--- config.mk ---
export PLATFORM = sky130hd
export DESIGN_NAME = sparse_matvec_row_mac_core
export DESIGN_NICKNAME = d
export VERILOG_FILES = /design/src/sv/smrm_pkg.sv /design/src/sv/sparse_matvec_row_mac_core.sv /design/src/sv/smrm_vec_store.sv
export VERILOG_INCLUDE_DIRS = /design/src /design/src/sv
export SDC_FILE = /design/constraint.sdc
export NUM_CORES = 2
export LEC_CHECK = 0
export ABC_AREA = 1
export BUFFER_PORTS_ARGS = -buffer_cell sky130_fd_sc_hd__buf_4
export CORE_MARGIN = 2
export CORE_UTILIZATION = 45
export CTS_CLUSTER_SIZE = 24
export DETAILED_ROUTE_END_ITERATION = 6
export GPL_TIMING_DRIVEN = 0
export RECOVER_POWER = 50
export SETUP_SLACK_MARGIN = 0.02
export SYNTH_ARGS = -nofsm -noshare
export SYNTH_HDL_FRONTEND = slang
export SYNTH_SLANG_ARGS = --single-unit
--- constraint.sdc ---
create_clock -name clk -period 7.6 [get_ports clk]
set_clock_uncertainty 0.2 [all_clocks]
set_input_delay 0 -clock clk [delete_from_list [all_inputs] [get_ports clk]]
set_output_delay 0 -clock clk [all_outputs]
set_load 0.05 [all_outputs]
--- src/sv/sparse_matvec_row_mac_core_assert.svh ---
// Assertion macros for the sparse row multiply-accumulate core.
`ifndef SPARSE_MATVEC_ROW_MAC_CORE_ASSERT_SVH
`define SPARSE_MATVEC_ROW_MAC_CORE_ASSERT_SVH

// Consequent holds in the same cycle as the antecedent.
`define SMRM_ASSERT_SAME(label, ante, cons) \
    label: assert property (@(posedge clk) disable iff (!rst_n) (ante) |-> (cons)) \
        else $error("smrm assertion failed");

// Consequent holds in the cycle after the antecedent.
`define SMRM_ASSERT_NEXT(label, ante, cons) \
    label: assert property (@(posedge clk) disable iff (!rst_n) (ante) |=> (cons)) \
        else $error("smrm assertion failed");

`endif

--- src/sv/smrm_pkg.sv ---
`default_nettype none
package smrm_pkg;

    localparam int VEC_DEPTH = 64;
    localparam int VEC_AW    = 6;
    localparam int ROWLEN_W  = 7;
    localparam int VAL_W     = 16;
    localparam int PROD_W    = 32;
    localparam int SUM_W     = 40;
    localparam int ROWIDX_W  = 6;

    localparam logic REQ_LOAD    = 1'b0;
    localparam logic REQ_NONZERO = 1'b1;

    typedef struct packed {
        logic                    req_type;
        logic [VEC_AW-1:0]       vec_index;
        logic signed [VAL_W-1:0] vec_value;
        logic signed [VAL_W-1:0] mat_value;
        logic [VEC_AW-1:0]       mat_col;
        logic [ROWLEN_W-1:0]     row_len;
    } req_t;

    typedef struct packed {
        logic [ROWIDX_W-1:0]     row_id;
        logic signed [SUM_W-1:0] partial_sum;
        logic                    row_done;
        logic                    bad_row_len;
    } rsp_t;

    typedef struct packed {
        logic                clear;
        logic                bad;
        logic                done;
        logic [ROWIDX_W-1:0] row;
    } ctrl_t;

endpackage
`default_nettype wire

--- src/sv/sparse_matvec_row_mac_core.sv ---
// Channel  | Role   | Handshake          | Payload
// ---------+--------+--------------------+------------------------------
// req      | input  | req_valid/req_stall| smrm_pkg::req_t (load/nonzero)
// rsp      | output | rsp_valid/rsp_stall| smrm_pkg::rsp_t (one per nonzero)
//
// One item accepted per cycle while req_stall is low; a nonzero's rsp_valid
// rises after vector read, product register and accumulation into output register.
// Load items produce no result and finish at their transfer.
// Reset clears row state, the running sum, pipeline valids and vector valid bits.
// A stalled result holds; empty stages keep filling, so req_stall rises only
// once every stage holds a waiting item.
`default_nettype none
module sparse_matvec_row_mac_core #(
    parameter int VEC_LEN = 64
) (
    input  wire logic           clk,
    input  wire logic           rst_n,
    input  wire logic           req_valid,
    output logic                req_stall,
    input  wire smrm_pkg::req_t req,
    output logic                rsp_valid,
    input  wire logic           rsp_stall,
    output smrm_pkg::rsp_t      rsp
);
    import smrm_pkg::*;

    localparam int ROW_W = $clog2(VEC_LEN);

    logic                    req_acc;
    logic                    nz_acc;
    logic                    ld_acc;

    logic [ROWLEN_W-1:0]     rows_left_reg;
    logic [ROW_W-1:0]        current_row_reg;
    logic [ROW_W-1:0]        next_row_reg;
    logic signed [SUM_W-1:0] sum_reg;

    logic                    row_open;
    logic                    bad;
    logic                    open_new;
    logic [ROWLEN_W-1:0]     left_base;
    logic [ROWLEN_W-1:0]     left_after;
    logic [ROW_W-1:0]        row_sel;
    logic [ROW_W+ROWIDX_W-1:0] row_wide;
    ctrl_t                   ctrl_next;

    logic                    s1_valid_reg;
    ctrl_t                   s1_ctrl_reg;
    logic signed [VAL_W-1:0] s1_mat_reg;
    logic signed [VAL_W-1:0] vec_rd;

    logic                    s2_valid_reg;
    ctrl_t                   s2_ctrl_reg;
    logic signed [PROD_W-1:0] s2_prod_reg;
    logic signed [PROD_W-1:0] prod_next;

    logic                    rsp_valid_reg;
    rsp_t                    rsp_reg;
    logic signed [SUM_W-1:0] sum_base;
    logic signed [SUM_W-1:0] sum_next;

    logic                    s1_rdy;
    logic                    s2_rdy;
    logic                    s3_rdy;

    assign s3_rdy    = !rsp_valid_reg || !rsp_stall;
    assign s2_rdy    = !s2_valid_reg || s3_rdy;
    assign s1_rdy    = !s1_valid_reg || s2_rdy;
    assign req_stall = !s1_rdy;

    assign req_acc = req_valid && !req_stall;
    assign nz_acc  = req_acc && (req.req_type == REQ_NONZERO);
    assign ld_acc  = req_acc && (req.req_type == REQ_LOAD);

    always_comb
    begin
        row_open   = rows_left_reg != '0;
        bad        = !row_open && (req.row_len == '0);
        open_new   = !row_open && !bad;
        left_base  = open_new ? req.row_len : rows_left_reg;
        left_after = left_base - ROWLEN_W'(1);
        row_sel    = open_new ? next_row_reg : current_row_reg;
        row_wide   = {{ROWIDX_W{1'b0}}, row_sel};
        ctrl_next.clear = open_new;
        ctrl_next.bad   = bad;
        ctrl_next.done  = !bad && (left_after == '0);
        ctrl_next.row   = bad ? '0 : row_wide[ROWIDX_W-1:0];
    end

    always_ff @(posedge clk or negedge rst_n)
    begin
        if (!rst_n)
        begin
            rows_left_reg   <= '0;
            current_row_reg <= '0;
            next_row_reg    <= '0;
        end
        else if (nz_acc && !bad)
        begin
            rows_left_reg <= left_after;
            if (open_new)
            begin
                current_row_reg <= next_row_reg;
                next_row_reg    <= (next_row_reg == ROW_W'(VEC_LEN - 1)) ? '0
                                   : next_row_reg + ROW_W'(1);
            end
        end
    end

    smrm_vec_store u_vec_store (
        .clk     (clk),
        .rst_n   (rst_n),
        .wr_en   (ld_acc),
        .wr_addr (req.vec_index),
        .wr_data (req.vec_value),
        .rd_en   (nz_acc),
        .rd_addr (req.mat_col),
        .rd_data (vec_rd)
    );

    // stage 1: vector element read
    always_ff @(posedge clk or negedge rst_n)
    begin
        if (!rst_n)
        begin
            s1_valid_reg <= 1'b0;
        end
        else if (s1_rdy)
        begin
            s1_valid_reg <= nz_acc;
        end
    end

    always_ff @(posedge clk)
    begin
        if (s1_rdy && nz_acc)
        begin
            s1_ctrl_reg <= ctrl_next;
            s1_mat_reg  <= req.mat_value;
        end
    end

    // stage 2: product
    assign prod_next = s1_mat_reg * vec_rd;

    always_ff @(posedge clk or negedge rst_n)
    begin
        if (!rst_n)
        begin
            s2_valid_reg <= 1'b0;
        end
        else if (s2_rdy)
        begin
            s2_valid_reg <= s1_valid_reg;
        end
    end

    always_ff @(posedge clk)
    begin
        if (s2_rdy && s1_valid_reg)
        begin
            s2_ctrl_reg <= s1_ctrl_reg;
            s2_prod_reg <= prod_next;
        end
    end

    // stage 3: accumulate into the result register
    always_comb
    begin
        sum_base = s2_ctrl_reg.clear ? '0 : sum_reg;
        sum_next = sum_base + {{(SUM_W-PROD_W){s2_prod_reg[PROD_W-1]}}, s2_prod_reg};
    end

    always_ff @(posedge clk or negedge rst_n)
    begin
        if (!rst_n)
        begin
            rsp_valid_reg <= 1'b0;
            sum_reg       <= '0;
        end
        else if (s3_rdy)
        begin
            rsp_valid_reg <= s2_valid_reg;
            if (s2_valid_reg && !s2_ctrl_reg.bad)
            begin
                sum_reg <= sum_next;
            end
        end
    end

    always_ff @(posedge clk)
    begin
        if (s3_rdy && s2_valid_reg)
        begin
            rsp_reg.row_id      <= s2_ctrl_reg.row;
            rsp_reg.partial_sum <= s2_ctrl_reg.bad ? '0 : sum_next;
            rsp_reg.row_done    <= s2_ctrl_reg.done;
            rsp_reg.bad_row_len <= s2_ctrl_reg.bad;
        end
    end

    assign rsp_valid = rsp_valid_reg;
    assign rsp       = rsp_reg;

`include "sparse_matvec_row_mac_core_assert.svh"

    `SMRM_ASSERT_SAME(a_bad_fields_zero, rsp_valid && rsp.bad_row_len, (rsp.partial_sum == '0) && !rsp.row_done && (rsp.row_id == '0))
    `SMRM_ASSERT_NEXT(a_load_keeps_row, ld_acc, rows_left_reg == $past(rows_left_reg))
    `SMRM_ASSERT_NEXT(a_open_sets_count, nz_acc && (rows_left_reg == '0) && (req.row_len != '0), rows_left_reg == $past(req.row_len) - ROWLEN_W'(1))

endmodule
`default_nettype wire

--- src/sv/smrm_vec_store.sv ---
`default_nettype none
module smrm_vec_store (
    input  wire logic                             clk,
    input  wire logic                             rst_n,
    input  wire logic                             wr_en,
    input  wire logic [smrm_pkg::VEC_AW-1:0]      wr_addr,
    input  wire logic signed [smrm_pkg::VAL_W-1:0] wr_data,
    input  wire logic                             rd_en,
    input  wire logic [smrm_pkg::VEC_AW-1:0]      rd_addr,
    output logic signed [smrm_pkg::VAL_W-1:0]     rd_data
);
    import smrm_pkg::*;

    logic signed [VAL_W-1:0] mem [VEC_DEPTH];
    logic [VEC_DEPTH-1:0]    valid_reg;
    logic signed [VAL_W-1:0] rd_data_reg;
    logic                    rd_valid_reg;

    always_ff @(posedge clk)
    begin
        if (wr_en)
        begin
            mem[wr_addr] <= wr_data;
        end
        if (rd_en)
        begin
            rd_data_reg <= mem[rd_addr];
        end
    end

    always_ff @(posedge clk or negedge rst_n)
    begin
        if (!rst_n)
        begin
            valid_reg    <= '0;
            rd_valid_reg <= 1'b0;
        end
        else
        begin
            if (wr_en)
            begin
                valid_reg[wr_addr] <= 1'b1;
            end
            if (rd_en)
            begin
                rd_valid_reg <= valid_reg[rd_addr];
            end
        end
    end

    // never-written entries read as zero
    assign rd_data = rd_valid_reg ? rd_data_reg : '0;

endmodule
`default_nettype wire
---- Word-level counts from Yosys, hierarchy flattened ----
Memory sizes are Yosys's and may differ from the RTL's. A register that Yosys moved wholly into a read port is not among the register bits.
Index checks and enable logic that the tools add are counted.
operators by class
  bitwise operators ....................... 2
  multipliers ............................. 1
  $add $sub $neg .......................... 3
  magnitude comparators ................... 3
  muxes and demuxes ....................... 11
  reductions and logical operators ........ 28
  equality and inequality tests ........... 1
operator list
  kind                                                 number
  bitwise OR 64 bit                                    1
  adder 40 bit                                         1
  2-to-1 mux 40 bit                                    1
  multiplier 16 x 16 -> 32 bit                         1
  2-to-1 mux 16 bit                                    1
  zero test 7 bit                                      2
  < comparator 6 x 7 -> 1 bit, second input constant   2
  logical AND 1 bit                                    12
  2-to-1 mux 6 bit                                     2
  zero test 1 bit                                      8
  2-to-1 mux 7 bit                                     1
  nonzero test 7 bit                                   1
  subtractor 7 x 1 -> 7 bit, second input constant     1
  adder 6 x 1 -> 6 bit, second input constant          1
  binary-select mux 1 bit (select 6 bit)               1
  demux 1 bit (select 6 bit)                           1
  equality test 6 bit, second input constant           1
  >= comparator 6 x 1 -> 1 bit, second input constant  1
  2-to-1 mux 1 bit                                     4
  AND reduction 2 bit                                  2
  logical OR 1 bit                                     3
  inverter 1 bit                                       1
storage, ports and cells
  memories ................................ 1
  RAM bits ................................ 1,024
  register bits after elaboration ......... 241
  word-level logic and storage cells ...... 73
  input bits .............................. 56
  output and inout port bits .............. 50
memories
  memory           words  width  read ports  clocked after Yosys merged registers in  wr ports  RTL line              text
  u_vec_store.mem  64     16     1           1                                        1         smrm_vec_store.sv:14  logic signed [VAL_W-1:0] mem [VEC_DEPTH];

---- Depth between registers and ports, before layout ----
  word-level depth ........................ 9
  gate-level depth with buffers ........... 27
  depth with buffers taken out ............ 25

---- Cells and area by module ----
Synthesis repeated with hierarchy kept, for this count alone.
unflattened totals
  cell total of the unflattened synthesis .. 6,138
  area, all modules ....................... 64,541.9 um^2
by module, submodules not included
  module                      instances  cells each  area an instance (um^2)  sequential area each (um^2)
  smrm_vec_store              1          3,599       44,365.0                 32,856.5
  sparse_matvec_row_mac_core  1          2,539       20,176.9                 4,974.8

---- Worst setup path before layout ----
OpenSTA, ideal clock, no wires.
  path kind ............................... reg-to-reg
  start point ............................. register u_vec_store.rd_valid_reg
  end point ............................... register s2_prod_reg[31], data pin
  library setup time ...................... 0.253 ns
  arrival ................................. 5.744 ns
  period minus slack after synthesis ...... 6.197 ns
  buffers on the path ..................... 2
  stages on the path, launching flop included .. 23
  required time ........................... 7.147 ns
  path slack .............................. 1.403 ns
  cell sequence ........................... dfrtp_1 > clkbuf_1 > buf_1 > nand2_1 > nor2_1 > fa_1 > fa_1 > inv_1 > fa_1 > fa_1 > fa_1 > fa_1 > inv_1 > ha_1 > nand2_1 > nor3_1 > nand2_1 > inv_1 > o21ai_0 > nand3_1 > inv_1 > nand2_1 > nand2_1
between the ends
  longest elaborated chain between the ends .. 2
RTL lines
  what                          RTL line                           text
  start: declaration            smrm_vec_store.sv:17               logic rd_valid_reg;
  start signal: assignment      smrm_vec_store.sv:46               rd_valid_reg <= valid_reg[rd_addr];
  2-to-1 mux 16 bit             smrm_vec_store.sv:52               assign rd_data = rd_valid_reg ? rd_data_reg : '0;
  multiplier 16 x 16 -> 32 bit  sparse_matvec_row_mac_core.sv:144  assign prod_next = s1_mat_reg * vec_rd;
  named net prod_next[31]       sparse_matvec_row_mac_core.sv:55   logic signed [PROD_W-1:0] prod_next;
  end signal: assignment        sparse_matvec_row_mac_core.sv:163  s2_prod_reg <= prod_next;
  end: declaration              sparse_matvec_row_mac_core.sv:54   logic signed [PROD_W-1:0] s2_prod_reg;
The timed path passes the listed nets, and every way through them passes these cells.
A chain may end at the register's enable or synchronous reset.

---- Worst setup path after layout ----
  start point ............................. register u_vec_store.rd_valid_reg
  end point ............................... register s2_prod_reg[30], data pin
The elaborated chain is that of the path after synthesis.

==> metrics <==
CP dominant cell by count=fa_1; gr usage total=29.2%; vias in the first global route=45,520; Data required, critical path=7.91 ns; total gr overflow=0; crit path capture type=flop; Hold Crit Class=in -> reg; Startpoint Class=flop; Area Overhead vs Synth=15.1%; Detail Route Antenna Nets=0; Final Slew Violations=1,235; outcome=complete, but fails checks; max_slew headroom=-180%; post-synthesis async set-or-reset flop share=9.91%; Final Hold Fails=0; initial antenna violation count=6; Multi-input gate area=22,500 um^2; RD Place Congestion=0.982; setup violation total in the final timing report=0; Pwr Total=21.3 mW; Worst EP arrival=7.43 ns; max cap viols=20; Setup CP Type=reg -> reg; drt pass-1 iters=7; actual slew at the worst max-slew pin=4.19 ns; Finished Core Util=52.2%; DIE AREA=144,000 um^2; crit path time final=7.12 ns; Residual DRC=1; Seq/Total Area, Yosys=59.7%; unrepaired setup endpoints after global routing=no; Mapped Nets=6,333; pin count of the biggest net entering global routing=84; Pleak=28.4 nW; io pins=106; post-DR vias/cell=5.62; Reg clk slew, reported paths=0.06 ns; fmax=140 MHz; Synth Cell Area=63,300 um^2; IO Port Bufs=103; Fill cells=12,540; Sw Share=34.1%; Buf/Inv on CP=6; pwr dens=292 nW/um^2; Avg Synthesized Cell Area=10.8 um^2; Die W=379 um; number of flip-flops in the largest register=1,024; flops & latches, synth=1,281; Main synth FF type=edfxtp_1; Comb pwr share=28.8%; Synth Instances=5,890; Avg WL per Cell=25.4 um; CTS Buf Count=137; core area=140,000 um^2; Bufs on Longest Clock Path=3; Top delay family on crit path=adder cells; Starting Density=45.4%; failing checks=DRC, capacitance limit, slew limit; CP max FO=10; Root Buffer Master=clkbuf_16; Yosys Warn Count=0; CTS H-tree lvls=4; Internal Power=14.0 mW; Routed WL=209 mm; Yosys cell types=43; chip height=379 um; slowest cell on the critical path=fa_1; clock sinks=1,281; Reg power frac=39.5%; via count=46,414; CP max stage delay=0.58 ns; Site Rows=137; dpl hpwl=145 mm; total area of sequential cells=37,800 um^2; Peak VDD IR=219 uV; Post-synth EDFFs=1,154; Clk network pwr share=31.7%; Setup TNS=0 ns; worst path cell trace=clkbuf_1 -> nand2_1 -> inv_1 -> clkbuf_1 -> nand2_1 -> fa_1 -> inv_1 -> fa_1 -> fa_1 -> fa_1 -> fa_1 -> inv_1 -> fa_1 -> inv_1 -> ha_1 -> a21oi_1 -> a21boi_0 -> nor2_1 -> nor2_1 -> nor3_1 -> nor2_1 -> nand2_1 -> nand2_1 -> nand2_1; CTS tree=done; share of layout cells above drive strength 1=7.83%; Clk Latency, worst-skew pair=0.78 ns; final-stage net count=6,715; NetSw=7.26 mW; first-pass GRT wire length=302 mm; Final Cycle Share=93.7%; initial drt markers=4,830
==> tightest hold or removal path, cell delays in order <==
cell and delay, ns:
buf_4 0.15, nand3_1 0.53, nor2_2 0.19
==> cells in the final DEF (no fill, tap or decap), types with 25 or more instances in the layout <==
cell	Yosys	layout
a21oi_1	111	111
buf_8	1	28
o21ai_0	582	582
o22ai_1	255	255
dfrtp_1	127	127
fa_1	263	263
ha_1	124	124
buf_16	0	25
or2_2	65	65
nand3_1	215	215
dlygate4sd3_1	0	83
o21ai_1	78	78
buf_2	42	42
edfxtp_1	1154	1154
clkbuf_1	184	291
nor2_1	957	893
clkinv_1	7	29
nand4_1	32	32
clkbuf_16	0	139
inv_1	514	514
xor2_1	30	30
buf_4	27	46
nand2_1	1004	1003
nor2_2	1	52
==> per-stage QoR <==
stage,hold slack [ns],instances,setup WS (ns),area (um^2)
3_3_place_gp,-0.0201,7869,0.134,66400
6_report,0.0774,8262,0.478,72900
5_1_grt,0.0511,8260,0.0293,72900
3_5_place_dp,-0.217,7925,0.0928,67800
4_1_cts,0.00366,8260,0.0797,73200
2_1_floorplan,-0.496,5890,1.40,63300
==> what timing repair did <==
item                                    4_1_cts  5_1_grt
setup buffers                                 0        0
endpoints found under the setup margin        0        5
hold buffers                                 84        0
hold endpoints to repair                   1350        0
resized for setup                             0        5
==> worst paths after layout <==
check                                            end                      from  slack [ns]  cells past startpoint
max                                  s2_prod_reg[30]  u_vec_store.rd_valid_reg        0.48                     24
min                           u_vec_store.mem[19][2]                   req[46]        0.08                      3
max reg2reg                          s2_prod_reg[30]  u_vec_store.rd_valid_reg        0.48                     24
min reg2reg                           s2_ctrl_reg[5]            s1_ctrl_reg[5]        0.22                      0
max in group asynchronous  u_vec_store.valid_reg[44]                     rst_n        2.44                      5
min in group asynchronous                sum_reg[35]                     rst_n        1.31                      4
==> metal layers <==
metal	part of all wire, %	GRT usage [%]	wire length (um)
met2	47	47.7	99100
met3	8.3	5.46	17400
met4	6.1	15.7	12800
met1	38	36.8	80100
met5	0.021	0	44
==> Yosys cell counts, types with 42 or more instances <==
library cell	instances	area share (%)
edfxtp_1	1154	55
fa_1	263	8.3
nor2_1	957	5.7
a21oi_1	111	0.88
o22ai_1	255	2.5
or2_2	65	0.64
nand2_1	1004	6.0
buf_2	42	0.33
ha_1	124	2.4
o21ai_1	78	0.62
nand3_1	215	1.7
dfrtp_1	127	5.0
clkbuf_1	184	1.1
o21ai_0	582	4.6
inv_1	514	3.0
==> final cells by class <==
type / instances / share of cell area [%]
sequential: 1281 / 51.9
multi-input combinational: 3803 / 30.8
clock buffer: 184 / 5.09
timing repair buffer: 243 / 3.41
tap: 1876 / 3.22
inverter: 524 / 2.70
buffer: 282 / 1.77
clock inverter: 67 / 1.09
antenna: 2 / 0.00687
==> cells by family (layout without fill, tap and decap cells) <==
family	after synthesis	in the layout	synth area share (%)
and+or+nand+nor	2303	2303	14.6
xor gates and xnor gates	54	54	0.747
adders and majority gates	387	387	10.8
other	0	2	0
muxes	3	3	0.0474
AOI/OAI and AO/OA	1056	1056	8.98
DFF	1281	1281	59.7
buffers and inverters	806	1300	5.14
==> power by group through the flow <==
stage / combinational, mW / sequential, mW / clock (mW)
after floorplan: 3.88 / 8.61 / 0
final: 6.14 / 8.40 / 6.74
after detailed placement: 6.06 / 8.53 / 0
after CTS: 6.18 / 8.39 / 6.80
after global placement: 6.03 / 8.52 / 0
after global routing: 6.79 / 8.43 / 7.08
No activity file was read; power rests on OpenSTA's default activity.
